## config.mk

```make
export PLATFORM = sky130hd
export DESIGN_NAME = epc_cell
export DESIGN_NICKNAME = d
export VERILOG_FILES = /design/src/epc_cell.sv
export SDC_FILE = /design/constraint.sdc
export NUM_CORES = 1
export LEC_CHECK = 0
export BUFFER_PORTS_ARGS = -buffer_cell sky130_fd_sc_hd__buf_2
export CORE_UTILIZATION = 47
export CTS_CLUSTER_SIZE = 25
export DETAILED_ROUTE_END_ITERATION = 6
export GPL_ROUTABILITY_DRIVEN = 1
export PLACE_DENSITY_LB_ADDON = 0.12
export SYNTH_ARGS = -nofsm -noshare
export SYNTH_HDL_FRONTEND = slang
export SYNTH_SLANG_ARGS = --single-unit
export TNS_END_PERCENT = 50
```

## constraint.sdc

```tcl
create_clock -name aclk -period 2.4 [get_ports aclk]
set_input_delay 0.48 -clock aclk [delete_from_list [all_inputs] [get_ports aclk]]
set_output_delay 0.48 -clock aclk [all_outputs]
set_load 0.005 [all_outputs]
```

## src/epc_cell.sv

```systemverilog
`timescale 1ns / 1ps
// ---------------------------------------------------------------------------
// epc_cell: one circle cell
// Holds a circle's radius and phase. The circular shift line hands phase and
// radius on to the neighbouring cell each cycle the chain rotates.
// ---------------------------------------------------------------------------
module epc_cell (
    input  logic        aclk,
    input  logic        aresetn,
    input  logic        shift,
    input  logic        phase_wr,
    input  logic [31:0] phase_wdata,
    input  logic        radius_wr,
    input  logic [15:0] radius_wdata,
    input  logic [31:0] phase_in,
    input  logic [15:0] radius_in,
    output logic [31:0] phase_out,
    output logic [15:0] radius_out
);

    logic [31:0] phase_reg;
    logic [31:0] phase_next;
    logic [15:0] radius_reg;
    logic [15:0] radius_next;

    always_comb begin
        phase_next  = phase_reg;
        radius_next = radius_reg;
        if (shift) begin
            phase_next  = phase_in;
            radius_next = radius_in;
        end
        if (phase_wr) begin
            phase_next = phase_wdata;
        end
        if (radius_wr) begin
            radius_next = radius_wdata;
        end
    end

    always_ff @(posedge aclk) begin
        if (!aresetn) begin
            phase_reg  <= '0;
            radius_reg <= '0;
        end else begin
            phase_reg  <= phase_next;
            radius_reg <= radius_next;
        end
    end

    assign phase_out  = phase_reg;
    assign radius_out = radius_reg;

endmodule

```

### Word-level counts from Yosys, hierarchy flattened

Index checks and enable logic that the tools add are counted.

| word-level totals | value |
|---|---|
| register bits | 48 |
| bits in latches | 0 |
| bits in writable memories | 0 |
| memory bits (read-only) | 0 |
| input port bits | 101 |
| word-level logic and storage cells | 8 |
| memories | 0 |

| cells by class | value |
|---|---|
| add/subtract/negate cells | 0 |
| multiply operators | 0 |
| divide/modulo/power cells | 0 |
| $lt $le $gt $ge | 0 |
| eq/ne operators | 0 |
| shifts and indexed selects | 0 |
| muxes and demuxes | 4 |
| bitwise gates (word level) | 0 |
| reductions and logical operators | 2 |

Operators with widths:

| kind | count |
|---|---|
| $mux W32 | 2 |
| $mux W16 | 2 |
| $reduce_bool A2 Y1 | 2 |

### Depth between registers and ports, before layout

Gate-level depths: netlist (run 1).

| depth | value |
|---|---|
| depth after elaboration | 2 |
| gate-level depth with buffers | 4 |
| depth with buffers taken out | 2 |

### Worst setup path after synthesis (run 1)

Ideal clock, no wire load.

| timing path | value |
|---|---|
| kind | input to register |
| from | input shift |
| to | register phase_reg[14] (netlist: phase_out[14]) |
| arrival | 1.267 ns |
| required time | 2.284 ns |
| path slack | 1.017 ns |
| stages | 4 |
| buffers on the path | 2 |
| cell sequence | buf_6 > buf_6 > mux2_2 > o211a_1 |

| on the way | value |
|---|---|
| word-level cells in the longest chain between the ends | 1 |

Ends and longest elaborated chain:

| element | RTL line | text |
|---|---|---|
| start: declaration | 10 | `input logic shift,` |
| $reduce_bool A2 Y1 (no source line) | n/a |  |
| end signal: assignment | 46 | `phase_reg <= phase_next;` |
| end: declaration | 21 | `logic [31:0] phase_reg;` |

No other way between the ends.
A chain may end at the register's enable or synchronous reset.

### Final worst setup path (run 1)

| timing path | value |
|---|---|
| from | input shift |
| to | register phase_reg[19] (netlist: phase_out[19]) |

The elaborated chain is that of the path after synthesis.

==> results.md, run 1 <==
| Result | This run |
|:---|:---|
| Status | finished clean |
| Commonest non-fill, non-tap cell in the layout | buf_2 |
| Post-Place Cell Area | 3230 sq um |
| Crit end category | register |
| Part of the cycle the worst path needs | 0.532 |
| DRC violation count after routing | 0 |
| Number of standard cells in the layout, taps in and fillers out | 420 |
| Count of hold buffers inserted by post-cts repair | 0 |
| GP Congestion | 0.731 |
| Biggest cell delay along the critical path | 0.37 ns |
| Clock Pin Slew Worst Setup and Hold Paths | 0.09 ns |
| Warnings, synthesis | 0 |
| Post-Syn Area | 2450 sq um |
| Wirelength per Cell | 13.1 um |
| # nets final | 453 |
| Net count after synthesis | 312 |
| Number of global-route vias before repair | 1924 |
| Share of power burned in the clock network | 0.312 |
| Element type at the critical path start | input port |
| Seq pwr share | 0.482 |
| Cell with the largest stage delay on the worst path | mux2_1 |
| Maximum net fanout on the critical path | 48 |
| F_max | 0.783 GHz |
| Leftover overflow at the end of global routing | 0 |
| Number of buffers on the longest clock path | 2 |
| Total count of hold-check failures in the final report | 0 |
| Cell internal pwr | 1.40 mW |
| Final cell area excluding filler cells | 3340 sq um |
| Destination of the worst hold path | phase_out[9]$_SDFFE_PN0P_ |
| Insertion delay to the later sink of the worst-skew pair | 0.29 ns |
| DRT antenna net count | 0 |
| Arrival time worst endpoint | 1.47 ns |
| Largest net degree at the start of global routing | 49 |
| Leakage power | 2.00 nW |
| Final worst clock skew | 0 ns |
| Antenna violations before repair | 0 |
| Die Span Y | 74.2 um |
| Flop-to-flop setup slack | 1.49 ns |
| Number of iterations in the first detailed-routing pass | 4 |
| Total of cells resized after clock tree synthesis | 0 |
| Sw power | 0.432 mW |
| Min Clock Period, post-route | 1.28 ns |
| Pwr dens | 549 nW/um^2 |
| Initial cell density of the core | 0.502 |
| Final WL | 5520 um |
| Library cell with the largest summed area after synthesis | dfxtp_1 |
| Accumulated negative setup slack | 0 ns |
| Post-placement cell count | 412 |
| Mapped Avg Cell Area | 11.6 sq um |
| Reg-to-reg critical path endpoint | phase_out[19]$_SDFFE_PN0P_ |
| Data required time at the worst endpoint | 2.60 ns |
| Crit Reg-Reg Startpoint | phase_out[19]$_SDFFE_PN0P_ |
| Gr usage total | 0.192 |
| Category of the most critical setup path | in2reg |
| CTS tree | yes |
| Cell depth of the worst flop-to-flop path | 2 |
| Crit-path cells | buf_2 > buf_12 > mux2_1 > o211a_1 |
| Register area share after synthesis | 0.392 |
| Category of cells accounting for the largest share of critical-path delay | buffers and inverters |
| Horizontal die dimension | 74.2 um |
| IR drop worst, VDD | 0.000358 V |
| Leading post-synthesis cells by cell area | dfxtp_1 (39%), o211a_1 (20%), mux2_2 (13%) |
| Total number of vias | 2096 |
| Max Slew Vio Count | 0 |
| CTS Sinks | 48 |
| # diodes | 0 |
| Setup repair after global routing missed its margin | false |
| Max Cap Viol | 0 |
| Relative slew slack | 0.592 |
| Clock buffers created by TritonCTS | 5 |
| Number of violations reported at the end of detailed-routing iteration 0 | 77 |
| Root Buffer | clkbuf_8 |
| Floorplan row count | 25 |
| Transition time at the pin with the least slew margin | 0.612 ns |
| Net switching fraction of the power | 0.235 |
| Buffers inserted by post-CTS timing repair | 0 |
| Placeable core region | 4880 sq um |
| Die Area | 5500 sq um |
| Area share of the largest cell type after synthesis | 0.392 |
| Hold WC Path Type | in2reg |
| Combined buffer and inverter count along the critical path | 2 |
| DP Wirelength | 4000 um |
| Most frequent cells in the layout | buf_2 (148), o211a_1 (48), dfxtp_1 (48) |
| Count of cells along the worst hold path | 3 |
| Number of primary I/O pins | 149 |
| Post-synthesis instance total | 211 |
| H-tree levels | 2 |
| Final setup violation count | 0 |
| Proportion of layout cells with a drive suffix above 1 | 0.575 |
| Count of cell types in the netlist | 10 |
| Origin of the worst min-delay path | phase_wdata[9] |
| First-pass GRT wire length | 8150 um |
| Relative contribution of combinational cells to total power | 0.206 |
| Vias per std cell | 4.99 |
| Number of synthesized register bits | 48 |
| Area Growth Syn to Fin | 36.4% |
| Port-buffer cells | 148 |
[synthesized netlist by cell type, drive strengths merged]
library cell / instances
dfxtp: 48
mux2: 48
o211a: 48
nand2b: 38
buf: 13
or2b: 10
clkbuf: 6
[metrics by stage]
stage / util / setup slack (ns) / hold slack, ns / power, mW
after floorplan: - / 1.02 / 0.582 / 1.12
after global placement: 0.662 / 0.825 / 0.561 / 1.28
after detailed placement: 0.662 / 0.805 / 0.578 / 1.28
after CTS: 0.685 / 1.13 / 0.482 / 1.86
after global routing: 0.685 / 1.05 / 0.478 / 1.93
final: 0.685 / 1.12 / 0.493 / 1.83
[sequential cells by signal, summed over array words and instances (netlist names)]
signal,flops
radius_out,16
phase_out,32
[final cells by class]
| type | instances | area, sq um |
|---|---|---|
| Multi-Input combinational cell | 144 | 1380 |
| Timing Repair Buffer | 153 | 803 |
| Fill cell | 417 | 1540 |
| Clock buffer | 5 | 68.8 |
| Sequential cell | 48 | 961 |
| Clock inverter | 3 | 42.5 |
| Tap cell | 67 | 83.8 |
[power groups by stage]
stage | sequential (mW) | combinational [mW] | clock, mW
floorplan | 0.909 | 0.211 | 0
global placement | 0.900 | 0.376 | 0
detailed placement | 0.903 | 0.381 | 0
CTS | 0.885 | 0.383 | 0.594
global route | 0.891 | 0.417 | 0.621
finish | 0.884 | 0.378 | 0.573
[worst max path at each step]
stage / end / depth (start not counted) / from / slack [ns]
2_1_floorplan: phase_out[14]$_SDFFE_PN0P_ / 4 / shift / 1.02
4_1_cts: phase_out[23]$_SDFFE_PN0P_ / 4 / phase_wr / 1.13
6_report: phase_out[19]$_SDFFE_PN0P_ / 4 / shift / 1.12
5_1_grt: phase_out[23]$_SDFFE_PN0P_ / 4 / phase_wr / 1.05
3_3_place_gp: phase_out[23]$_SDFFE_PN0P_ / 4 / phase_wr / 0.83
3_5_place_dp: phase_out[23]$_SDFFE_PN0P_ / 4 / phase_wr / 0.80
[metal layers]
layer,GRT usage,part of all wire,vias to the layer above
li1,-,-,1045
met4,0.0534,0.013,0
met3,0.0542,0.065,6
met5,0,0,-
met1,0.214,0.42,963
met2,0.356,0.50,82
[worst reg2reg max path, cell delays in order, from the launching register on]
cell	delay, ns
dfxtp_1	0.31
mux2_1	0.29
o211a_1	0.21
[logic make-up after synthesis]
logic type,share of synthesized area
compound gates,0.196
buf+inv,0.0434
flops,0.392
mux,0.241
simple gates,0.128
Note: power is estimated with default switching activity, not from simulation.
==> run 2: changes to the inputs <==
Settings changed: CORE_UTILIZATION 47 to 43.
Clock period 2.4 ns to 1.19 ns, I/O delays scaled along.
==> run 2 against run 1 <==
Effect of this change:
- via count is 0.48% higher
- utilization is 7.3 points lower
- total power is 90% higher
- combinational power is 110% higher
- non-clock buffer count is 2 higher
- global-route usage is 0.33 points lower
- wire length is 3.3% higher
- register-to-register slack worse by 1.2 ns
- critical endpoint is now radius_out[14]
==> results.md, run 2 (synthesized netlist as in run 1, its figures left out) <==
| Result | This run | vs previous |
|:---|:---|:---|
| Arrival time worst endpoint | 0.75 ns | was 1.47 ns |
| Gr usage total | 0.189 | was 0.192 |
| Crit Reg-Reg Startpoint | phase_out[19]$_SDFFE_PN0P_ | unchanged |
| DRT antenna net count | 0 | unchanged |
| Proportion of layout cells with a drive suffix above 1 | 0.573 | was 0.575 |
| Post-Route Utilization | 0.611 | was 0.685 |
| Commonest non-fill, non-tap cell in the layout | buf_2 | unchanged |
| Reg-to-reg critical path endpoint | phase_out[19]$_SDFFE_PN0P_ | unchanged |
| Biggest cell delay along the critical path | 0.35 ns | was 0.37 ns |
| Maximum net fanout on the critical path | 2 | was 48 |
| Data required time at the worst endpoint | 0.95 ns | was 2.60 ns |
| Vias per std cell | 4.94 | was 4.99 |
| Leftover overflow at the end of global routing | 0 | unchanged |
| Pwr dens | 1030 nW/um^2 | was 549 nW/um^2 |
| Max Cap Viol | 0 | unchanged |
| Hold WC Path Type | in2reg | unchanged |
| # nets final | 455 | was 453 |
| DRC violation count after routing | 0 | unchanged |
| Largest net degree at the start of global routing | 45 | was 49 |
| Final WL | 5700 um | was 5520 um |
| Setup repair after global routing missed its margin | false | unchanged |
| Floorplan row count | 27 | was 25 |
| Number of standard cells in the layout, taps in and fillers out | 426 | was 420 |
| Cell depth of the worst flop-to-flop path | 2 | unchanged |
| Final setup violation count | 0 | unchanged |
| Cell with the largest stage delay on the worst path | dfxtp_1 | was mux2_1 |
| IR drop worst, VDD | 0.000524 V | was 0.000358 V |
| Post-placement cell count | 419 | was 412 |
| Clock Pin Slew Worst Setup and Hold Paths | 0.08 ns | was 0.09 ns |
| Accumulated negative setup slack | 0 ns | unchanged |
| Leakage power | 2.01 nW | was 2.00 nW |
| Flop-to-flop setup slack | 0.30 ns | was 1.49 ns |
| Die Span Y | 77.5 um | was 74.2 um |
| Part of the cycle the worst path needs | 0.831 |  |
| Max Slew Vio Count | 0 | unchanged |
| Count of hold buffers inserted by post-cts repair | 0 | unchanged |
| Final worst clock skew | 0 ns | unchanged |
| Most frequent cells in the layout | buf_2 (148), o211a_1 (48), dfxtp_1 (48) | unchanged |
| Transition time at the pin with the least slew margin | 0.217 ns | was 0.612 ns |
| Number of flip-flops in the largest register | 32 | unchanged |
| Root Buffer | clkbuf_8 | unchanged |
| Number of inserted filler cells in the final layout | 505 | was 417 |
| GP Congestion | 0.749 | was 0.731 |
| # diodes | 0 | unchanged |
| Initial cell density of the core | 0.445 | was 0.502 |
| Number of violations reported at the end of detailed-routing iteration 0 | 69 | was 77 |
| Post-route total power | 3.48 mW | was 1.83 mW |
| First-pass GRT wire length | 9030 um | was 8150 um |
| Number of buffers on the longest clock path | 2 | unchanged |
| Origin of the worst min-delay path | phase_wdata[11] | was phase_wdata[9] |
| Total of cells resized after clock tree synthesis | 0 | unchanged |
| Crit end category | output port | was register |
| Antenna violations before repair | 0 | unchanged |
| Min Clock Period, post-route | 0.989 ns |  |
| Number of iterations in the first detailed-routing pass | 6 | was 4 |
| Number of global-route vias before repair | 1910 | was 1924 |
| Minimum setup slack after placement | -0.0751 ns | was 0.805 ns |
| Count of cells along the worst hold path | 3 | unchanged |
| Total number of vias | 2106 | was 2096 |
| Wirelength per Cell | 13.4 um | was 13.1 um |
| CTS tree | yes | unchanged |
| CTS Sinks | 48 | unchanged |
| Category of the most critical setup path | reg2out | was in2reg |
| Clock buffers created by TritonCTS | 5 | unchanged |
| Area Growth Syn to Fin | 37.4% | was 36.4% |
| DP Wirelength | 4080 um | was 4000 um |
| Total count of hold-check failures in the final report | 0 | unchanged |
| Setup WS post-layout | 0.201 ns | was 1.12 ns |
| Destination of the worst hold path | phase_out[11]$_SDFFE_PN0P_ | was phase_out[9]$_SDFFE_PN0P_ |
| Element type at the critical path start | register | was input port |
| Port-buffer cells | 148 | unchanged |
| Status | finished clean | unchanged |
| Combined buffer and inverter count along the critical path | 1 | was 2 |
| Insertion delay to the later sink of the worst-skew pair | 0.29 ns | about the same |
| Die Area | 6000 sq um | was 5500 sq um |
| H-tree levels | 2 | unchanged |
| Relative slew slack | 0.855 | was 0.592 |
| F_max | 1.01 GHz |  |
| Horizontal die dimension | 77.5 um | was 74.2 um |
| Buffers inserted by post-CTS timing repair | 0 | unchanged |
| Category of cells accounting for the largest share of critical-path delay | flip-flops | was buffers and inverters |
| Crit-path cells | buf_2 | was buf_2 > buf_12 > mux2_1 > o211a_1 |
| Number of primary I/O pins | 149 | unchanged |
| Placeable core region | 5510 sq um | was 4880 sq um |
==> run 2: cell types whose count changed in the layout (fill, tap and decap cells not counted), sizes merged <==
cell      previous run  this run
buf                153       155
bufinv               1         0
clkbuf               5         6
clkinvlp             1         0
==> run 2: layout make-up <==
cell class / count / area (sq um) / share of cell area
Clock buffer: 6 / 72.6 / 0.0216
Clock inverter: 1 / 5.00 / 0.00149
Multi-Input combinational cell: 144 / 1380 / 0.411
Sequential cell: 48 / 961 / 0.285
Tap cell: 72 / 90.1 / 0.0268
Timing Repair Buffer: 155 / 856 / 0.254
==> run 2: power breakdown <==
group | switching, mW | leakage (nW) | internal, mW
Combinational | 0.290 | 1.57 | 0.495
Clock | 0.511 | 0.0410 | 0.401
Sequential | 0.0511 | 0.400 | 1.73
==> run 2: worst max-delay path by stage <==
| stage | from | to | slack [ns] | depth (start not counted) |
|---|---|---|---|---|
| final | radius_out[14]$_SDFFE_PN0P_ | radius_out[14] | 0.20 | 1 |
| after floorplan | shift | phase_out[14]$_SDFFE_PN0P_ | 0.05 | 4 |
| after CTS | radius_out[14]$_SDFFE_PN0P_ | radius_out[14] | 0.19 | 1 |
| after global placement | shift | phase_out[31]$_SDFFE_PN0P_ | -0.05 | 4 |
| after global routing | radius_out[5]$_SDFFE_PN0P_ | radius_out[5] | 0.13 | 1 |
| after detailed placement | shift | phase_out[27]$_SDFFE_PN0P_ | -0.08 | 4 |
==> run 2: metal layers <==
metal  vias up  GRT usage  routed length [um]
met2        80      0.325                2770
met4         0     0.0566                  42
met3         4     0.0612                 451
met1       971      0.223                2430
li1       1051          -                   -
met5         -          0                   0
==> run 2: through the flow <==
step	hold WS [ns]	cell area, sq um
final	0.250	3370
after global routing	0.240	3370
after CTS	0.239	3370
after detailed placement	0.554	3290
after global placement	0.548	3290
after floorplan	0.432	2450
==> run 3: changes to the inputs <==
Settings changed: CORE_UTILIZATION 43 to 39.
Clock period 1.19 ns to 0.9 ns, I/O delays scaled along.
==> run 3 against run 2 <==
Effect of this change:
- total power rose by 42%
- setup slack got worse by 0.23 ns
- critical endpoint is now radius_out[6]
- global-route usage fell by 0.75 points
- sequential share of layout area fell by 1.0 points
- the flow now finishes with violations (negative setup slack)
==> results.md, run 3 (synthesized netlist as in run 1, its figures left out) <==
| Result | This run | vs previous |
|:---|:---|:---|
| Status | complete, but fails checks | was finished clean |
| Failing checks | negative setup slack |  |
| H-tree levels | 2 | unchanged |
| Count of hold buffers inserted by post-cts repair | 0 | unchanged |
| Most frequent cells in the layout | buf_2 (123), o211a_1 (48), dfxtp_2 (48) | was buf_2 (148), o211a_1 (48), dfxtp_1 (48) |
| Hold WC Path Type | in2reg | unchanged |
| Total of cells resized after clock tree synthesis | 57 | was 0 |
| Root Buffer | clkbuf_8 | unchanged |
| Transition time at the pin with the least slew margin | 0.193 ns | was 0.217 ns |
| First-pass GRT wire length | 9110 um | was 9030 um |
| Die Span Y | 81.3 um | was 77.5 um |
| GP Congestion | 0.758 | was 0.749 |
| IR drop worst, VDD | 0.000741 V | was 0.000524 V |
| Crit-path cells | buf_6 | was buf_2 |
| Number of violations reported at the end of detailed-routing iteration 0 | 29 | was 69 |
| Worst hold slack | 0.187 ns | was 0.250 ns |
| Port-buffer cells | 148 | unchanged |
| Pwr dens | 1330 nW/um^2 | was 1030 nW/um^2 |
| Insertion delay to the later sink of the worst-skew pair | 0.29 ns | about the same |
| Final cell area excluding filler cells | 3710 sq um | was 3370 sq um |
| Accumulated negative setup slack | -0.772 ns | was 0 ns |
| Crit end category | output port | unchanged |
| Number of primary I/O pins | 149 | unchanged |
| Post-placement cell count | 432 | was 419 |
| Maximum net fanout on the critical path | 2 | unchanged |
| Data required time at the worst endpoint | 0.72 ns | was 0.95 ns |
| Initial cell density of the core | 0.409 | was 0.445 |
| # diodes | 0 | unchanged |
| Post-Route Utilization | 0.619 | was 0.611 |
| # nets final | 465 | was 455 |
| Post-route total power | 4.93 mW | was 3.48 mW |
| Number of inserted filler cells in the final layout | 519 | was 505 |
| Category of the most critical setup path | reg2out | unchanged |
| DP Wirelength | 4530 um | was 4080 um |
| Part of the cycle the worst path needs | 1.03 |  |
| Die Area | 6600 sq um | was 6000 sq um |
| Setup WS post-layout | -0.0250 ns | was 0.201 ns |
| Buffers inserted by post-CTS timing repair | 0 | unchanged |
| Number of standard cells in the layout, taps in and fillers out | 440 | was 426 |
| Horizontal die dimension | 81.3 um | was 77.5 um |
| Area Growth Syn to Fin | 51.4% | was 37.4% |
| Gr usage total | 0.182 | was 0.189 |
| Vias per std cell | 4.89 | was 4.94 |
| Floorplan row count | 28 | was 27 |
| Max Slew Vio Count | 0 | unchanged |
| Minimum setup slack after placement | -0.313 ns | was -0.0751 ns |
| Category of cells accounting for the largest share of critical-path delay | flip-flops | unchanged |
| Sequential cell area | 1020 sq um | was 961 sq um |
| F_max | 1.08 GHz |  |
| DRC violation count after routing | 0 | unchanged |
| CTS Sinks | 48 | unchanged |
| Number of buffers on the longest clock path | 2 | unchanged |
| Multi-input logic area | 1410 sq um | was 1380 sq um |
| Setup repair after global routing missed its margin | true | was false |
| Total count of hold-check failures in the final report | 0 | unchanged |
| Combined buffer and inverter count along the critical path | 1 | unchanged |
| Clock buffers created by TritonCTS | 5 | unchanged |
| Number of global-route vias before repair | 2107 | was 1910 |
| Max Cap Viol | 0 | unchanged |
| DRT antenna net count | 0 | unchanged |
| Min Clock Period, post-route | 0.925 ns |  |
| Commonest non-fill, non-tap cell in the layout | buf_2 | unchanged |
| Wirelength per Cell | 13.9 um | was 13.4 um |
| Element type at the critical path start | register | unchanged |
| Clock Pin Slew Worst Setup and Hold Paths | 0.09 ns | was 0.08 ns |
| Final worst clock skew | 0 ns | unchanged |
| Number of flip-flops in the largest register | 32 | unchanged |
| Relative slew slack | 0.872 | was 0.855 |
| Total number of vias | 2150 | was 2106 |
| Antenna violations before repair | 0 | unchanged |
| Post-Place Cell Area | 3410 sq um | was 3290 sq um |
| Arrival time worst endpoint | 0.74 ns | was 0.75 ns |
| Placeable core region | 5990 sq um | was 5510 sq um |
| Number of iterations in the first detailed-routing pass | 4 | was 6 |
| Largest net degree at the start of global routing | 32 | was 45 |
| Proportion of layout cells with a drive suffix above 1 | 0.732 | was 0.573 |
| Final WL | 6130 um | was 5700 um |
| Biggest cell delay along the critical path | 0.34 ns | was 0.35 ns |
| CTS tree | yes | unchanged |
| Final setup violation count | 49 | was 0 |
| Leftover overflow at the end of global routing | 0 | unchanged |
| Cell with the largest stage delay on the worst path | dfxtp_2 | was dfxtp_1 |
| Leakage power | 2.13 nW | was 2.01 nW |
run 3: cell types whose count changed in the layout (fill, tap and decap cells not counted), sizes merged:
cell / change
clkinv: -1
buf: +9
clkbuf: +3
run 3: area by class of cell:
type	count	area share
Timing Repair Buffer	165	0.295
Sequential cell	48	0.275
Clock buffer	8	0.0243
Multi-Input combinational cell	144	0.380
Tap cell	75	0.0253
run 3: power breakdown:
| group | switching, mW | internal [mW] |
|---|---|---|
| combinational | 0.403 | 0.801 |
| clock | 0.689 | 0.628 |
| sequential | 0.0926 | 2.32 |
run 3: worst paths after layout:
check | startpoint | to | slack (ns) | cells after the start
max reg2reg | phase_out[13]$_SDFFE_PN0P_ | phase_out[13]$_SDFFE_PN0P_ | -0.01 | 2
min reg2reg | phase_out[3]$_SDFFE_PN0P_ | phase_out[3]$_SDFFE_PN0P_ | 0.60 | 2
max | radius_out[6]$_SDFFE_PN0P_ | radius_out[6] | -0.02 | 1
min | radius_wdata[9] | radius_out[9]$_SDFFE_PN0P_ | 0.19 | 3
run 3: worst register-to-register path: cells and delay by family, from the launching register on:
family         cells  cell delay (ns)
flip-flops         1             0.34
multiplexers       1             0.26
AO/OA/AOI/OAI      1             0.21
run 3: layer usage:
metal	share of wire	vias to the layer above	wire length, um	track usage
met2	0.50	83	3040	0.341
li1	-	1069	-	-
met5	0	-	0	0
met3	0.090	6	554	0.0685
met4	0.0090	0	55	0.0482
met1	0.40	992	2480	0.187
