<file path="src/epc_pkg.sv">
`timescale 1ns / 1ps
// ---------------------------------------------------------------------------
// epc_pkg: shared types and constants for the epicycle phasor chain
// Op codes, register indices, FSM states, the CORDIC angle table and constants.
// ---------------------------------------------------------------------------
package epc_pkg;

    typedef enum logic [0:0] {
        OP_LOAD = 1'b0,
        OP_TICK = 1'b1
    } op_t;

    localparam logic [1:0] REG_NUM_CIRCLES = 2'd0;
    localparam logic [1:0] REG_CENTER_X    = 2'd1;
    localparam logic [1:0] REG_CENTER_Y    = 2'd2;

    localparam int CORDIC_ITERS = 16;
    localparam logic signed [33:0] CORDIC_X0 = 34'sd652032874;

    typedef enum logic [1:0] {
        ST_IDLE,
        ST_ADV,
        ST_TRIG,
        ST_OUT
    } state_t;

    function automatic logic [31:0] atan_turn(input logic [3:0] i);
        logic [31:0] a;
        begin
            unique case (i)
                4'd0:  a = 32'h20000000;
                4'd1:  a = 32'h12E4051E;
                4'd2:  a = 32'h09FB385B;
                4'd3:  a = 32'h051111D4;
                4'd4:  a = 32'h028B0D43;
                4'd5:  a = 32'h0145D7E1;
                4'd6:  a = 32'h00A2F61E;
                4'd7:  a = 32'h00517C55;
                4'd8:  a = 32'h0028BE53;
                4'd9:  a = 32'h00145F2F;
                4'd10: a = 32'h000A2F98;
                4'd11: a = 32'h000517CC;
                4'd12: a = 32'h00028BE6;
                4'd13: a = 32'h000145F3;
                4'd14: a = 32'h0000A2FA;
                default: a = 32'h0000517D;
            endcase
            return a;
        end
    endfunction

endpackage

</file>
<file path="src/epc_cordic.sv">
`timescale 1ns / 1ps
// ---------------------------------------------------------------------------
// epc_cordic: iterative sine/cosine unit
// Quadrant reduction, 16 CORDIC rotations one per cycle, Q1.15 rounding.
// ---------------------------------------------------------------------------
module epc_cordic (
    input  logic               aclk,
    input  logic               aresetn,
    input  logic               start,
    input  logic [31:0]        phase,
    output logic               done,
    output logic signed [15:0] cos_q15,
    output logic signed [15:0] sin_q15
);

    logic signed [33:0] x_reg, x_next;
    logic signed [33:0] y_reg, y_next;
    logic signed [33:0] z_reg, z_next;
    logic [1:0]         q_reg, q_next;
    logic [4:0]         it_reg, it_next;
    logic               busy_reg, busy_next;
    logic               done_reg, done_next;
    logic signed [15:0] c_reg, c_next;
    logic signed [15:0] s_reg, s_next;

    logic [31:0]        qsum;
    logic [31:0]        rem;
    logic signed [33:0] dx;
    logic signed [33:0] dy;
    logic signed [33:0] at;
    logic signed [15:0] cr;
    logic signed [15:0] sr;

    function automatic logic signed [15:0] rnd(input logic signed [33:0] v);
        logic signed [34:0] t;
        logic signed [19:0] h;
        begin
            t = 35'(v) + 35'sd16384;
            h = 20'(t >>> 15);
            if (h > 20'sd32767) return 16'sd32767;
            if (h < -20'sd32768) return -16'sd32768;
            return h[15:0];
        end
    endfunction

    always_comb begin
        qsum = phase + 32'h20000000;
        rem  = phase - {qsum[31:30], 30'd0};
        dx   = y_reg >>> it_reg[3:0];
        dy   = x_reg >>> it_reg[3:0];
        at   = 34'($signed({2'b00, epc_pkg::atan_turn(it_reg[3:0])}));
        cr   = rnd(x_reg);
        sr   = rnd(y_reg);

        x_next = x_reg; y_next = y_reg; z_next = z_reg; q_next = q_reg;
        it_next = it_reg; busy_next = busy_reg; done_next = 1'b0;
        c_next = c_reg; s_next = s_reg;

        if (start) begin
            q_next    = qsum[31:30];
            x_next    = epc_pkg::CORDIC_X0;
            y_next    = '0;
            z_next    = 34'($signed(rem));
            it_next   = '0;
            busy_next = 1'b1;
        end else if (busy_reg) begin
            if (it_reg == 5'(epc_pkg::CORDIC_ITERS)) begin
                busy_next = 1'b0;
                done_next = 1'b1;
                unique case (q_reg)
                    2'd0: begin c_next = cr;  s_next = sr;  end
                    2'd1: begin c_next = -sr; s_next = cr;  end
                    2'd2: begin c_next = -cr; s_next = -sr; end
                    default: begin c_next = sr; s_next = -cr; end
                endcase
            end else begin
                if (!z_reg[33]) begin
                    x_next = x_reg - dx; y_next = y_reg + dy; z_next = z_reg - at;
                end else begin
                    x_next = x_reg + dx; y_next = y_reg - dy; z_next = z_reg + at;
                end
                it_next = it_reg + 5'd1;
            end
        end
    end

    always_ff @(posedge aclk) begin
        if (!aresetn) begin
            busy_reg <= 1'b0;
            done_reg <= 1'b0;
            it_reg   <= '0;
        end else begin
            busy_reg <= busy_next;
            done_reg <= done_next;
            it_reg   <= it_next;
        end
        x_reg <= x_next; y_reg <= y_next; z_reg <= z_next; q_reg <= q_next;
        c_reg <= c_next; s_reg <= s_next;
    end

    assign done    = done_reg;
    assign cos_q15 = c_reg;
    assign sin_q15 = s_reg;

endmodule

</file>
<file path="config.mk">
export PLATFORM = sky130hd
export DESIGN_NAME = epc_cordic
export DESIGN_NICKNAME = d
export VERILOG_FILES = /design/src/epc_pkg.sv /design/src/epc_cordic.sv
export SDC_FILE = /design/constraint.sdc
export NUM_CORES = 1
export LEC_CHECK = 0
export BUFFER_PORTS_ARGS = -buffer_cell sky130_fd_sc_hd__buf_4
export CAP_MARGIN = 20
export CELL_PAD_IN_SITES_DETAIL_PLACEMENT = 1
export CELL_PAD_IN_SITES_GLOBAL_PLACEMENT = 2
export CORE_UTILIZATION = 35
export DETAILED_ROUTE_END_ITERATION = 12
export GPL_TIMING_DRIVEN = 0
export PLACE_DENSITY_LB_ADDON = 0.1
export SLEW_MARGIN = 20
export SYNTH_ARGS = -nofsm -noshare
export SYNTH_HDL_FRONTEND = slang
export SYNTH_SLANG_ARGS = --single-unit
</file>
<file path="constraint.sdc">
create_clock -name aclk -period 9.15 [get_ports aclk]
set_input_delay 0 -clock aclk [delete_from_list [all_inputs] [get_ports aclk]]
set_output_delay 0 -clock aclk [all_outputs]
set_load 0.005 [all_outputs]
</file>
; After elaboration in Yosys (flattened, before gate mapping)
; Memory sizes are Yosys's and may differ from the RTL's. A register that Yosys moved wholly into a read port is not among the register bits.
; Cells that the tools add are included.
[word_totals]
romBits = 480
latch_bits = 0
word_cells = 72
mem_count = 1
output_inout_bits = 33
reg_bits = 143
inputBits = 35
ram_bits = 0
[memory_table]
columns = memory, depth, width, rd, rd_clocked_by_memory_dff, wr, line
row1 = (no name shown), 16, 30, 1, 1, 0, epc_pkg.sv:30  ; unique case (i)
[op_classes]
n_mux = 28
mul = 0
n_addsub = 13
n_bitwise = 4
n_reduce_logical = 7
n_div = 0
n_eq_ne = 4
n_shift = 2
magnitude_cmp = 4
[op_table]
columns = cell, count
row1 = $mux 34, 6
row2 = $mux 16, 8
row3 = $pmux 16 s3, 2
row4 = $add 34x16->35 const B, 2
row5 = $add 34x34->34, 2
row6 = $sshr 34x4->34, 2
row7 = $sub 34x34->34, 2
row8 = $gt 20x16->1 const B, 2
row9 = $lt 20x16->1 const B, 2
row10 = $add 34x33->34, 1
row11 = $sub 34x33->34, 1
row12 = $add 32x30->32 const B, 1
row13 = $neg 16->16, 2
row14 = $sub 32x32->32, 1
row15 = $mux 1, 10
row16 = $mux 4, 2
row17 = $add 5x1->5 const B, 1
row18 = $eq 5x5->1 const B, 1
row19 = $not 1->1, 4
row20 = $reduce_and 2->1, 2
row21 = $reduce_and 3->1, 1
row22 = $reduce_or 3->1, 1
row23 = $eq 2x1->1 const B, 1
row24 = $eq 2x2->1 const B, 1
row25 = 4 further kinds, 4

; Depth between registers and ports, before layout
; Gate-level depths: netlist (run 1).
[logic_depth]
ltp_word = 8
mapped_depth = 31
ltp_nobuf = 25

; Worst setup path after synthesis (run 1)
; Ideal clock, no wire load.
[synth_timing]
path_kind = reg-to-reg
startpoint = reg it_reg[2]
endpoint = reg y_reg[33]
path_buffers = 8
synth_period_minus_slack_ns = 5.883
path_stages_with_launch = 29
setup_ns = 0.070
t_required_ns = 9.080
slack_ns = 3.267
arrival_time_ns = 5.813
path_cell_list = dfxtp_1 -> buf_2 -> buf_2 -> buf_2 -> buf_2 -> buf_2 -> buf_2 -> buf_1 -> clkbuf_1 -> o21a_1 -> ha_1 -> nor2b_1 -> nand2_1 -> nor3b_1 -> and2_1 -> a21oi_1 -> xor2_1 -> ha_1 -> and2_1 -> a22o_1 -> nor2_1 -> o21ai_0 -> nand2_1 -> a221oi_1 -> a31oi_1 -> o21ai_0 -> xnor2_1 -> or3_1 -> a21oi_1
[synth_via]
elab_chain_len = 3
word_cells_on_any_way = 7
classes_between = add/sub: 2 / eq/ne: 1 / shift: 1 / mux: 1 / bitwise: 1 / reduce/logical: 1
[synth_lines]
columns = item, line
row1 = start: declaration, epc_cordic.sv:20  ; logic [4:0] it_reg, it_next;
row2 = start signal: assignment, epc_cordic.sv:95  ; it_reg <= it_next;
row3 = $sshr 34x4->34 or $eq 5x5->1 (tied branches), "epc_cordic.sv:50, epc_cordic.sv:67"
row4 = $add 34x34->34 (tied with other cells), epc_cordic.sv:78  ; x_next = x_reg - dx; y_next = y_reg + dy; z_next = z_reg - at;
row5 = $mux 34 or $reduce_and 2->1 (tied branches), --
row6 = end signal: assignment, epc_cordic.sv:97  ; x_reg <= x_next; y_reg <= y_next; z_reg <= z_next; q_reg <= q_next;
row7 = end: declaration, epc_cordic.sv:17  ; logic signed [33:0] y_reg, y_next;
; Parallel ways exist; a longest one is shown, timed or not.
; A chain may end at the register's enable or synchronous reset.

; Worst setup path after layout (run 1)
; Same ends and word-level chain as after synthesis.

==> metrics.md, run 1 <==
| Metric | Value |
|---|---|
| Initial DRC count | approximately 1300 |
| Final worst setup slack | roughly 700 ps |
| Synthesized cell area | 0.0203 mm2 |
| Final setup violation count | 0 |
| RSZ-0062 raised after global routing | false |
| VDD IR max | roughly 0.17 mV |
| Post-synth top area cell | dfxtp_1 |
| CTS root buffer | clkbuf_16 |
| Fraction of registers with async set/reset | 0% |
| Synth Instances | 2581 |
| Register area share after synthesis | between 20% and 30% |
| Fmax | 0.118 GHz |
| Synth cell types | between 90 and 100 |
| Via count | ~21000 |
| CP Class | register to register |
| Vias per cell | 6.08 |
| Fill count | 6902 |
| Clk_lat worst skew | about 510 ps |
| Total Routing Usage GR | about a third |
| Final Max Slew Viols | 0 |
| Initial Util | 35.7% |
| Hold Crit Class | input port to register |
| Worst path max stage delay | slightly below 600 ps |
| Clock transition at the registers of the reported paths | 80 ps |
| Tmin final | ~8400 ps |
| Family with the most delay on the worst path | buffers and inverters |
| Number of CTS-inserted buffers | 17 |
| Ys flop type | dfxtp_1 |
| Total number of yosys warnings | 0 |
| GPL Wtd Cong | about 0.96 |
| DR top layer | met4 |
| Nature of the critical path endpoint | register |
| Hold Vio Cnt, Final | 0 |
| Setup TNS | 0 ps |
| Max-cap violations | 0 |
| Most common cell in the netlist | nand2_1 |
| Area Overhead vs Synth | 12.2% |
| Synth top area share | 10.4% |
| DRT met1 WL | 39300 um |
| Leak Pwr | about 9.0 nW |
| Critical Path RT | roughly 9600 ps |
| Met2 WL | between 40000 and 50000 um |
| DRC viols | 0 |
| Skew final | ~17 ps |
| Layout cells sized above 1 | between 10% and 20% |
| CTS tree | done |
| IO Count | 68 |
| Worst path slowest cell | buf_1 |
| Vias in the first global route | 21500 |
| Antenna-violating nets left | 0 |
| Fin nets | around 2900 |
| Syn Area/Cell | just under 8 um2 |
| Pwr dens | 386 mW/mm2 |
| Slew headroom | just under 20% |
| Worst-Margin Slew | 1210 ps |
| Per-cell routed wire length | ~27 um |
| Die Height | 243 um |
| Post-CTS setup buffer count | 0 |
| Period utilization | between 90% and 100% |
| Row Count | between 80 and 90 |
| H-tree depth | 4 |
| Synth Register Bits | 173 |
| Setup WS pre-CTS | roughly 520 ps |
| # port buffers | 67 |
| DR pass1 iterations | 6 |
| Sink Count | 173 |
| Clock Tree Buf Depth | 2 |
| Detail Route met3 WL | ~4300 um |
| Cell mode on critical path | buf_2 |
| Post-Route WL | 93500 um |
| Syn_nets | approximately 2700 |
| Critical Path Start Type | register |
| Final HPWL DP | around 74000 um |
| Number of synthesized flops with an enable pin | slightly below 70 |
| CP Max Fanout | 10 |
| Total grt overflow | 0 |
| Commonest cells post-synth | 301 x nand2_1, 250 x a21oi_1, 224 x nor2_1 |
| Core Box Area | around 0.057 mm2 |
| Antenna violations before repair | 1 |
| Status | complete, no violations |
| First-pass GRT wire length | roughly 140000 um |
| Die area | 0.0589 mm2 |
| Buf/Inv on CP | 8 |
| Chip Width | about 240 um |
| Critical Path AT | between 8000 and 9000 ps |
| Pin count of the biggest net entering global routing | 20 |
| Largest cells by area after synthesis | dfxtp_1 10%, edfxtp_1 10%, mux4_2 7.3%, ha_1 7.2%, a21oi_1 6.2% |
-- worst register-to-register path: cells and delay by family (launching register included) --
kind | cells | cell delay [ps]
compound gates | 8 | 1880
xor+xnor | 2 | 490
fa+ha+maj | 2 | 540
buf+inv | 8 | 3070
flops | 1 | 320
simple gates | 8 | 2090
-- repair_timing --
item,CTS,global route
endpoints found under the setup margin,0,1
hold buffers,35,0
hold endpoints to repair,37,0
resized for setup,0,3
-- layout make-up --
cell class	instances	area [um2]	area share (%)
plain buffers	177	808	3.55
clock inverters	13	119	0.522
multi-input cells	2155	15100	66.2
flip-flops and latches	173	4140	18.2
inverters	76	285	1.25
diodes	1	2.50	0.0110
well taps	756	946	4.16
clock buffers	19	453	1.99
repair buffers	108	926	4.07
-- cells in the final DEF, fill, tap and decap left out, drive strengths merged, types with 82 or more instances in the layout --
cell,count
ha,117
nor2,224
xnor2,124
xor2,98
buf,124
o21ai,165
a21oi,250
nand2,301
clkbuf,145
dfxtp,105
inv,82
-- cell families (layout without fill, tap and decap cells) --
| family | Yosys count | after routing | synth area share [%] |
|---|---|---|---|
| compound gates | 768 | 768 | 24.1 |
| xor+xnor | 222 | 222 | 9.59 |
| fa+ha+maj | 120 | 120 | 7.51 |
| buf+inv | 253 | 393 | 5.36 |
| flops | 173 | 173 | 20.4 |
| mux | 173 | 173 | 12.8 |
| other cells | 0 | 1 | 0 |
| simple gates | 872 | 872 | 20.2 |
-- where the power goes --
group	switching (mW)	leakage [nW]	total (mW)	internal, mW
clock network	0.378	0.293	0.759	0.381
logic	4.12	7.22	6.72	2.60
registers	0.256	1.51	1.30	1.05
total	4.75	9.03	8.78	4.03
-- metal layers --
metal  up-vias  track usage [%]
met1     10600             38.1
met2       621             54.9
li1       9737                -
met5         -                0
met3       166             4.77
met4         0             14.0
-- worst paths after layout --
path               end  slack [ps]       from  depth (start not counted)
max          y_reg[33]         700  it_reg[2]                         28
min           q_reg[1]         260      start                          2
max reg2reg  y_reg[33]         700  it_reg[2]                         28
min reg2reg   x_reg[0]         510   x_reg[0]                          2
-- metrics by stage --
| step | utilization [%] | total power, mW | hold WS [ps] | area [um2] | cells |
|---|---|---|---|---|---|
| final | 40.0 | 8.78 | 259 | 22700 | 3478 |
| after global routing | 40.0 | 9.43 | 244 | 22700 | 3477 |
| after detailed placement | 38.4 | 7.91 | 227 | 21800 | 3409 |
| after global placement | 38.2 | 7.78 | 219 | 21700 | 3404 |
| after CTS | 40.0 | 8.74 | 223 | 22700 | 3476 |
| after floorplan | - | 6.00 | 112 | 20300 | 2581 |
Power figures use the tool's default switching activity.
==> run 2: changes to the inputs <==
--- a/config.mk
+++ b/config.mk
@@ -12,7 +12,7 @@
 export CORE_UTILIZATION = 35
 export DETAILED_ROUTE_END_ITERATION = 12
 export GPL_TIMING_DRIVEN = 0
-export PLACE_DENSITY_LB_ADDON = 0.1
+export PLACE_DENSITY = 0.75
 export SLEW_MARGIN = 20
 export SYNTH_ARGS = -nofsm -noshare
 export SYNTH_HDL_FRONTEND = slang
==> run 2 against run 1 <==
  * Power is 0.10% higher
  * First-iteration DRC count grew 21%
  * Count of clock-buffer cells in the layout down 1
  * Sequential share of layout area barely moved
  * Register-to-register slack got worse by 210 ps
  * Global-route usage fell by 0.50 points
  * Die area is the same
  * Combinational power hardly changed
  * Final cell count about the same
  * Highest routed layer unchanged
  * Utilization fell by 0.057 points
  * Clock power is 1% higher
==> metrics.md, run 2 (same netlist as run 1, synthesis figures left out) <==
| Metric | Value |
|---|---|
| Row Count | 87 (unchanged) |
| Vias in the first global route | 21600 (+0.47%) |
| Family with the most delay on the worst path | buffers and inverters |
| Final setup violation count | 0 (unchanged) |
| Tmin final | 8660 ps (+211 ps) |
| Chip Width | 243 um (unchanged) |
| Via count | 21300 (+0.50%) |
| Core Box Area | 0.0568 mm2 (unchanged) |
| Antenna violations before repair | 3 (+2) |
| Clock transition at the registers of the reported paths | 80 ps (about the same) |
| Total grt overflow | 0 (unchanged) |
| Die area | 0.0589 mm2 (unchanged) |
| Critical R2R Capture | y_reg[33] |
| CP Max Fanout | 10 (unchanged) |
| Area Overhead vs Synth | 12.0% |
| Hold-critical path depth | 2 (unchanged) |
| # port buffers | 67 (unchanged) |
| R2R depth | 28 (unchanged) |
| Cell mode on critical path | buf_2 |
| Met2 Resource Use GR | 53.0% (-2.0 points) |
| CP Class | register to register |
| Most frequent cells in the layout | 301 x nand2_1, 250 x a21oi_1, 223 x nor2_1, 162 x o21ai_0, 124 x xnor2_1 |
| Worst path slowest cell | buf_1 |
| Reg power frac | 14.8% (about the same) |
| Die Height | 243 um (unchanged) |
| Initial Util | 35.7% (unchanged) |
| Fmax | 0.115 GHz (-2.4%) |
| Combinational power share | 76.5% (about the same) |
| Sink Count | 173 (unchanged) |
| Sw Share | 54.4% (+0.28 points) |
| Initial DRC count | 1538 (+21%) |
| GR Util met1 | 37.0% (-1.1 points) |
| Hold EP | q_reg[1] |
| Nature of the critical path endpoint | register |
| Pin count of the biggest net entering global routing | 26 (+30%) |
| Pint | 4.01 mW (-0.51%) |
| Vias per cell | 6.12 (+0.56%) |
| Fin nets | 2861 (-0.070%) |
| Hold Vio Cnt, Final | 0 (unchanged) |
| Number of CTS-inserted buffers | 17 (unchanged) |
| CTS root buffer | clkbuf_16 |
| Post-CTS setup buffer count | 0 (unchanged) |
| Final worst setup slack | 492 ps (-211 ps) |
| Pwr dens | 387 mW/mm2 (+0.24%) |
| Clock share of power | 8.7% (about the same) |
| Leak Pwr | 9.00 nW (-0.33%) |
| Fill count | 6954 (+0.75%) |
| Sw Pwr | 4.78 mW (+0.62%) |
| R2R Setup Slk | 490 ps (-210 ps) |
| Clock Tree Buf Depth | 2 (unchanged) |
| CTS tree | done |
| Hold WS | 245 ps (-14.4 ps) |
| Final Max Slew Viols | 0 (unchanged) |
| Layout cells sized above 1 | 10.6% (-0.14 points) |
| Slew headroom | 20.5% (+0.99 points) |
| Clk_lat worst skew | 520 ps (about the same) |
| IO Count | 68 (unchanged) |
| Critical Path RT | 9580 ps (about the same) |
| Post-Route WL | 92100 um (-1.5%) |
| Most common cell after layout, fill and taps aside | nand2_1 |
| Per-cell routed wire length | 26.5 um (-1.4%) |
| DRC viols | 0 (unchanged) |
| H-tree depth | 4 (unchanged) |
| Area of the multi-input gates | 0.0151 mm2 (unchanged) |
| Worst path max stage delay | 560 ps (-30 ps) |
| Skew final | 16.8 ps (-0.0153 ps) |
| HP Start | start |
| Register area | 0.00414 mm2 (unchanged) |
| Setup TNS | 0 ps (unchanged) |
| Met3 Use GR | 5.25% (+0.49 points) |
| RSZ-0062 raised after global routing | false |
| Buf/Inv on CP | 8 (unchanged) |
| Final HPWL DP | 72600 um (-1.6%) |
| Critical Path Start | it_reg[2] |
| DR pass1 iterations | 5 (-1) |
| Critical Path Start Type | register |
| Launching point of the worst reg2reg path | it_reg[2] |
| Total Routing Usage GR | 31.0% (-0.50 points) |
| Period utilization | 94.6% (+2.3 points) |
| Status | complete, no violations |
| GRT busiest layer | met2 |
| GPL Wtd Cong | 1.03 (+7.7%) |
| First-pass GRT wire length | 137000 um (-1.1%) |
| Worst-Margin Slew | 1190 ps (-14.8 ps) |
| Antenna-violating nets left | 0 (unchanged) |
| Setup WS pre-CTS | 494 ps (-28.1 ps) |
| Max-cap violations | 0 (unchanged) |
| VDD IR max | 0.180 mV (+8.6%) |
| Critical Path AT | 9090 ps (+210 ps) |
| Hold Crit Class | input port to register |
## run 2: cell types whose count changed in the layout (fill, tap and decap cells not counted), moves of 2 or more
cell,delta
clkinv_4,-2
buf_4,-2
clkbuf_8,-2
inv_8,+2
inv_6,+3
## run 2: layout make-up
cell class	count	share of cell area (%)
clock buffer	18	1.89
inverter	76	1.26
antenna	1	0.0110
tap	756	4.16
sequential	173	18.2
clock inverter	14	0.606
multi-input combinational	2155	66.3
buffer	177	3.55
timing repair buffer	106	3.96
## run 2: what timing repair did
| item | in CTS | in global routing |
|---|---|---|
| endpoints found under the hold margin | 37 | 0 |
| endpoints found under the setup margin | 0 | 1 |
| hold buffers | 35 | 0 |
| gates resized for setup | 0 | 1 |
## run 2: through the flow
| stage | utilization [%] | instances | instance area (um2) | power (mW) |
|---|---|---|---|---|
| 4_1_cts | 40.0 | 3475 | 22700 | 8.73 |
| 6_report | 40.0 | 3476 | 22700 | 8.79 |
| 2_1_floorplan | - | 2581 | 20300 | 6.00 |
| 5_1_grt | 40.0 | 3475 | 22700 | 9.46 |
| 3_5_place_dp | 38.3 | 3408 | 21800 | 7.89 |
| 3_3_place_gp | 38.2 | 3404 | 21700 | 7.75 |
## run 2: power by group through the flow
| stage | logic, mW | registers [mW] | clock network [mW] |
|---|---|---|---|
| floorplan | 4.82 | 1.18 | 0 |
| global placement | 6.44 | 1.30 | 0 |
| detailed placement | 6.58 | 1.31 | 0 |
| CTS | 6.64 | 1.29 | 0.794 |
| global route | 7.33 | 1.31 | 0.815 |
| finish | 6.73 | 1.30 | 0.768 |
## run 2: worst max path at each step
stage	end	slack, ps	depth (start not counted)
2_1_floorplan	y_reg[33]	3270	28
3_3_place_gp	y_reg[33]	630	28
3_5_place_dp	y_reg[33]	490	28
4_1_cts	y_reg[33]	470	28
5_1_grt	y_reg[33]	20	28
6_report	y_reg[33]	490	28
## run 2: per-layer routing
layer | wire length (um) | up-vias
met2 | 44200 | 720
met1 | 38100 | 10600
met4 | 5090 | 0
li1 | - | 9748
met5 | 0 | -
met3 | 4730 | 209
==> run 3: changes to the inputs <==
--- a/config.mk
+++ b/config.mk
@@ -5,6 +5,7 @@
 export SDC_FILE = /design/constraint.sdc
 export NUM_CORES = 1
 export LEC_CHECK = 0
+export ABC_AREA = 1
 export BUFFER_PORTS_ARGS = -buffer_cell sky130_fd_sc_hd__buf_4
 export CAP_MARGIN = 20
 export CELL_PAD_IN_SITES_DETAIL_PLACEMENT = 1
@@ -12,7 +13,7 @@
 export CORE_UTILIZATION = 35
 export DETAILED_ROUTE_END_ITERATION = 12
 export GPL_TIMING_DRIVEN = 0
-export PLACE_DENSITY = 0.75
+export PLACE_DENSITY = 0.83
 export SLEW_MARGIN = 20
 export SYNTH_ARGS = -nofsm -noshare
 export SYNTH_HDL_FRONTEND = slang
==> run 3 against run 2 <==
  * Non-clock buffer count shrank 50
  * Utilization is essentially flat
  * Worst setup slack gained 2500 ps
  * Sequential share of layout area is essentially flat
  * Sequential power shrank 7%
==> metrics.md, run 3 <==
| Metric | Value |
|---|---|
| Status | complete, no violations |
| Register area share after synthesis | 20.5% (+0.028 points) |
| Post-synthesis adder-cell area fraction | 7.52% (+0.010 points) |
| Commonest cells post-synth | 904 x nand2_1, 513 x nand3_1, 378 x inv_1 |
| First-pass GRT wire length | 149000 um (+8.5%) |
| Total grt overflow | 0 (unchanged) |
| Largest family of logic cells by synthesized area | simple AND/OR/NAND/NOR gates |
| Ant. Diodes | 0 (-1) |
| Final setup violation count | 0 (unchanged) |
| Total Routing Usage GR | 33.3% (+2.3 points) |
| Post-synth top area cell | nand2_1 |
| Nature of the critical path endpoint | register |
| DRC viols | 0 (unchanged) |
| Tmin final | 6110 ps (-2540 ps) |
| Fraction of registers with async set/reset | 0% (unchanged) |
| Via count | 24000 (+13%) |
| Critical Path RT | 9550 ps (-30 ps) |
| Most common cell in the netlist | nand2_1 |
| Die area | 0.0588 mm2 (-0.14%) |
| Vias per cell | 5.62 (-8.1%) |
| GPL Wtd Cong | 0.953 (-7.5%) |
| Post-synthesis xor/xnor area fraction | 7.13% (-2.5 points) |
| Met3 Use GR | 3.65% (-1.6 points) |
| Synth Area in Compound Gates | 14.2% (-9.9 points) |
| Post-CTS setup buffer count | 0 (unchanged) |
| Initial Util | 35.6% (-0.048 points) |
| Critical R2R Capture | y_reg[29] |
| CTS root buffer | clkbuf_16 |
| Synthesized cell area | 0.0203 mm2 (-0.14%) |
| Design Area, Final | 0.0227 mm2 (+0.11%) |
| CTS tree | done |
| Largest cells by area after synthesis | nand2_1 17%, nand3_1 13%, dfxtp_1 10%, edfxtp_1 10%, ha_1 7.2% |
| Slew headroom | 21.7% (+1.2 points) |
| Hold Crit Class | input port to register |
| Pwr dens | 314 mW/mm2 (-19%) |
| Synth Instances | 3380 (+31%) |
| # port buffers | 67 (unchanged) |
| R2R depth | 26 (-7.1%) |
| Launching point of the worst reg2reg path | it_reg[1] |
| Post-Route WL | 98300 um (+6.7%) |
| Chip Width | 243 um (about the same) |
| Leak Pwr | 11.1 nW (+23%) |
| Most common cell after layout, fill and taps aside | nand2_1 |
| Worst-Margin Slew | 1170 ps (-17.7 ps) |
| Mux cell area share after synthesis | 0% (-13 points) |
| Final Max Slew Viols | 0 (unchanged) |
| Final HPWL DP | 80100 um (+10%) |
| Vias in the first global route | 25000 (+16%) |
| Core Box Area | 0.0568 mm2 (unchanged) |
| GR Util met1 | 39.8% (+2.8 points) |
| Ys flop type | dfxtp_1 |
| DR pass1 iterations | 6 (+1) |
| Fmax | 0.164 GHz (+42%) |
| VDD IR max | 0.164 mV (-8.9%) |
| Syn_nets | 3535 (+29%) |
| Number of synthesized flops with an enable pin | 68 (unchanged) |
| Clk_lat worst skew | 520 ps (about the same) |
| Clock transition at the registers of the reported paths | 80 ps (about the same) |
| Row Count | 87 (unchanged) |
| Cts repair resizes | 0 (unchanged) |
| Max-cap violations | 0 (unchanged) |
| Critical Path AT | 6520 ps (-2570 ps) |
| Synth cell types | 56 (-38%) |
| Initial DRC count | 1515 (-1.5%) |
| Per-cell routed wire length | 23.0 um (-13%) |
| Layout cells sized above 1 | 6.70% (-3.9 points) |
| Fin nets | 3662 (+28%) |
| IO Count | 68 (unchanged) |
| CP Class | register to register |
| Fraction of the mapped netlist area in simple logic gates | 40.6% (+20 points) |
| Hold Vio Cnt, Final | 0 (unchanged) |
| Hold-critical path depth | 4 (+2) |
| Number of CTS-inserted buffers | 17 (unchanged) |
| Met2 Resource Use GR | 59.3% (+6.3 points) |
| CP Max Fanout | 10 (unchanged) |
| GRT busiest layer | met2 |
| Pin count of the biggest net entering global routing | 28 (+7.7%) |
| Clock Tree Buf Depth | 2 (unchanged) |
| Critical Path Start Type | register |
| Antenna-violating nets left | 0 (unchanged) |
| Synth top area share | 16.8% (+6.4 points) |
| Most frequent cells in the layout | 903 x nand2_1, 513 x nand3_1, 378 x inv_1, 314 x nor2_1, 204 x a21oi_1 |
| Synth Register Bits | 173 (unchanged) |
| R2R Setup Slk | 3040 ps (+2540 ps) |
| Area Overhead vs Synth | 12.3% |
| H-tree depth | 4 (unchanged) |
| Skew final | 21.0 ps (+4.16 ps) |
| Sink Count | 173 (unchanged) |
| Period utilization | 66.8% (-28 points) |
| HP Start | phase[24] |
| Total number of yosys warnings | 0 (unchanged) |
| Placed instance area | 0.0218 mm2 (about the same) |
| RSZ-0062 raised after global routing | false |
| Syn Area/Cell | 5.99 um2 (-24%) |
| Antenna violations before repair | 0 (-3) |
| Hold EP | z_reg[24] |
| Die Height | 243 um (about the same) |
| Setup TNS | 0 ps (unchanged) |
run 3: cells by family after synthesis:
group / Yosys count
and+or+nand+nor: 1898
adders and majority gates: 120
buffers and inverters: 514
xor gates and xnor gates: 165
DFF: 173
AOI/OAI and AO/OA: 510
run 3: stage by stage:
stage | total power [mW] | utilization (%) | setup WS (ps) | hold WS [ps] | std cells
finish | 7.13 | 40.0 | 3040 | 305 | 4276
global route | 7.76 | 40.0 | 2610 | 326 | 4276
global placement | 6.12 | 38.2 | 3220 | 269 | 4203
CTS | 7.09 | 40.0 | 3110 | 274 | 4276
detailed placement | 6.25 | 38.4 | 3160 | 278 | 4209
floorplan | 4.69 | - | 5050 | 112 | 3380
run 3: per-layer routing:
metal	wire length, um	share of wire (%)	vias to the layer above
met5	0	0	-
met4	4430	4.5	0
met3	4040	4.1	178
met2	48400	49	623
met1	41400	42	11800
li1	-	-	11500
run 3: where the power goes:
group / switching (mW) / internal, mW / leakage [nW] / total, mW
combinational: 3.50 / 1.64 / 9.24 / 5.14
sequential: 0.223 / 0.987 / 1.52 / 1.21
clock: 0.404 / 0.379 / 0.291 / 0.783
run 3: worst max-delay path, cell delays in order (launching register included):
cell and delay, ps:
dfxtp_1 530, clkbuf_1 590, nand3_1 200, nand3_1 160, nand3_1 130, nand2_1 210, ha_1 220, inv_1 50
nor3_1 260, inv_1 110, nor2_1 260, nand2_1 160, o21ai_0 300, o21ai_0 170, xor2_1 210, ha_1 390
nand2_1 140, nor2_1 180, inv_1 100, o21ai_0 490, nand2_1 100, nand2_1 150, a21boi_0 190, o21ai_0 390
nor2_1 70, o21ai_0 170, inv_1 50
run 3: repair_timing:
item,CTS,global route
endpoints found under the hold margin,38,0
endpoints found under the setup margin,0,0
hold buffers,35,0
run 3: worst max path at each step:
stage	startpoint	endpoint	slack [ps]	cells past startpoint
6_report	it_reg[1]	y_reg[29]	3040	26
3_5_place_dp	it_reg[1]	y_reg[29]	3160	30
5_1_grt	it_reg[1]	y_reg[29]	2610	28
2_1_floorplan	it_reg[0]	y_reg[29]	5050	33
3_3_place_gp	it_reg[1]	y_reg[29]	3220	30
4_1_cts	it_reg[1]	y_reg[29]	3110	30
run 3: area by class of cell:
cell class	count	area [um2]
sequential	173	4140
timing repair buffer	108	930
fill	7761	34100
buffer	125	593
clock buffer	18	450
inverter	389	1460
clock inverter	14	145
multi-input combinational	2693	14100
tap	756	946
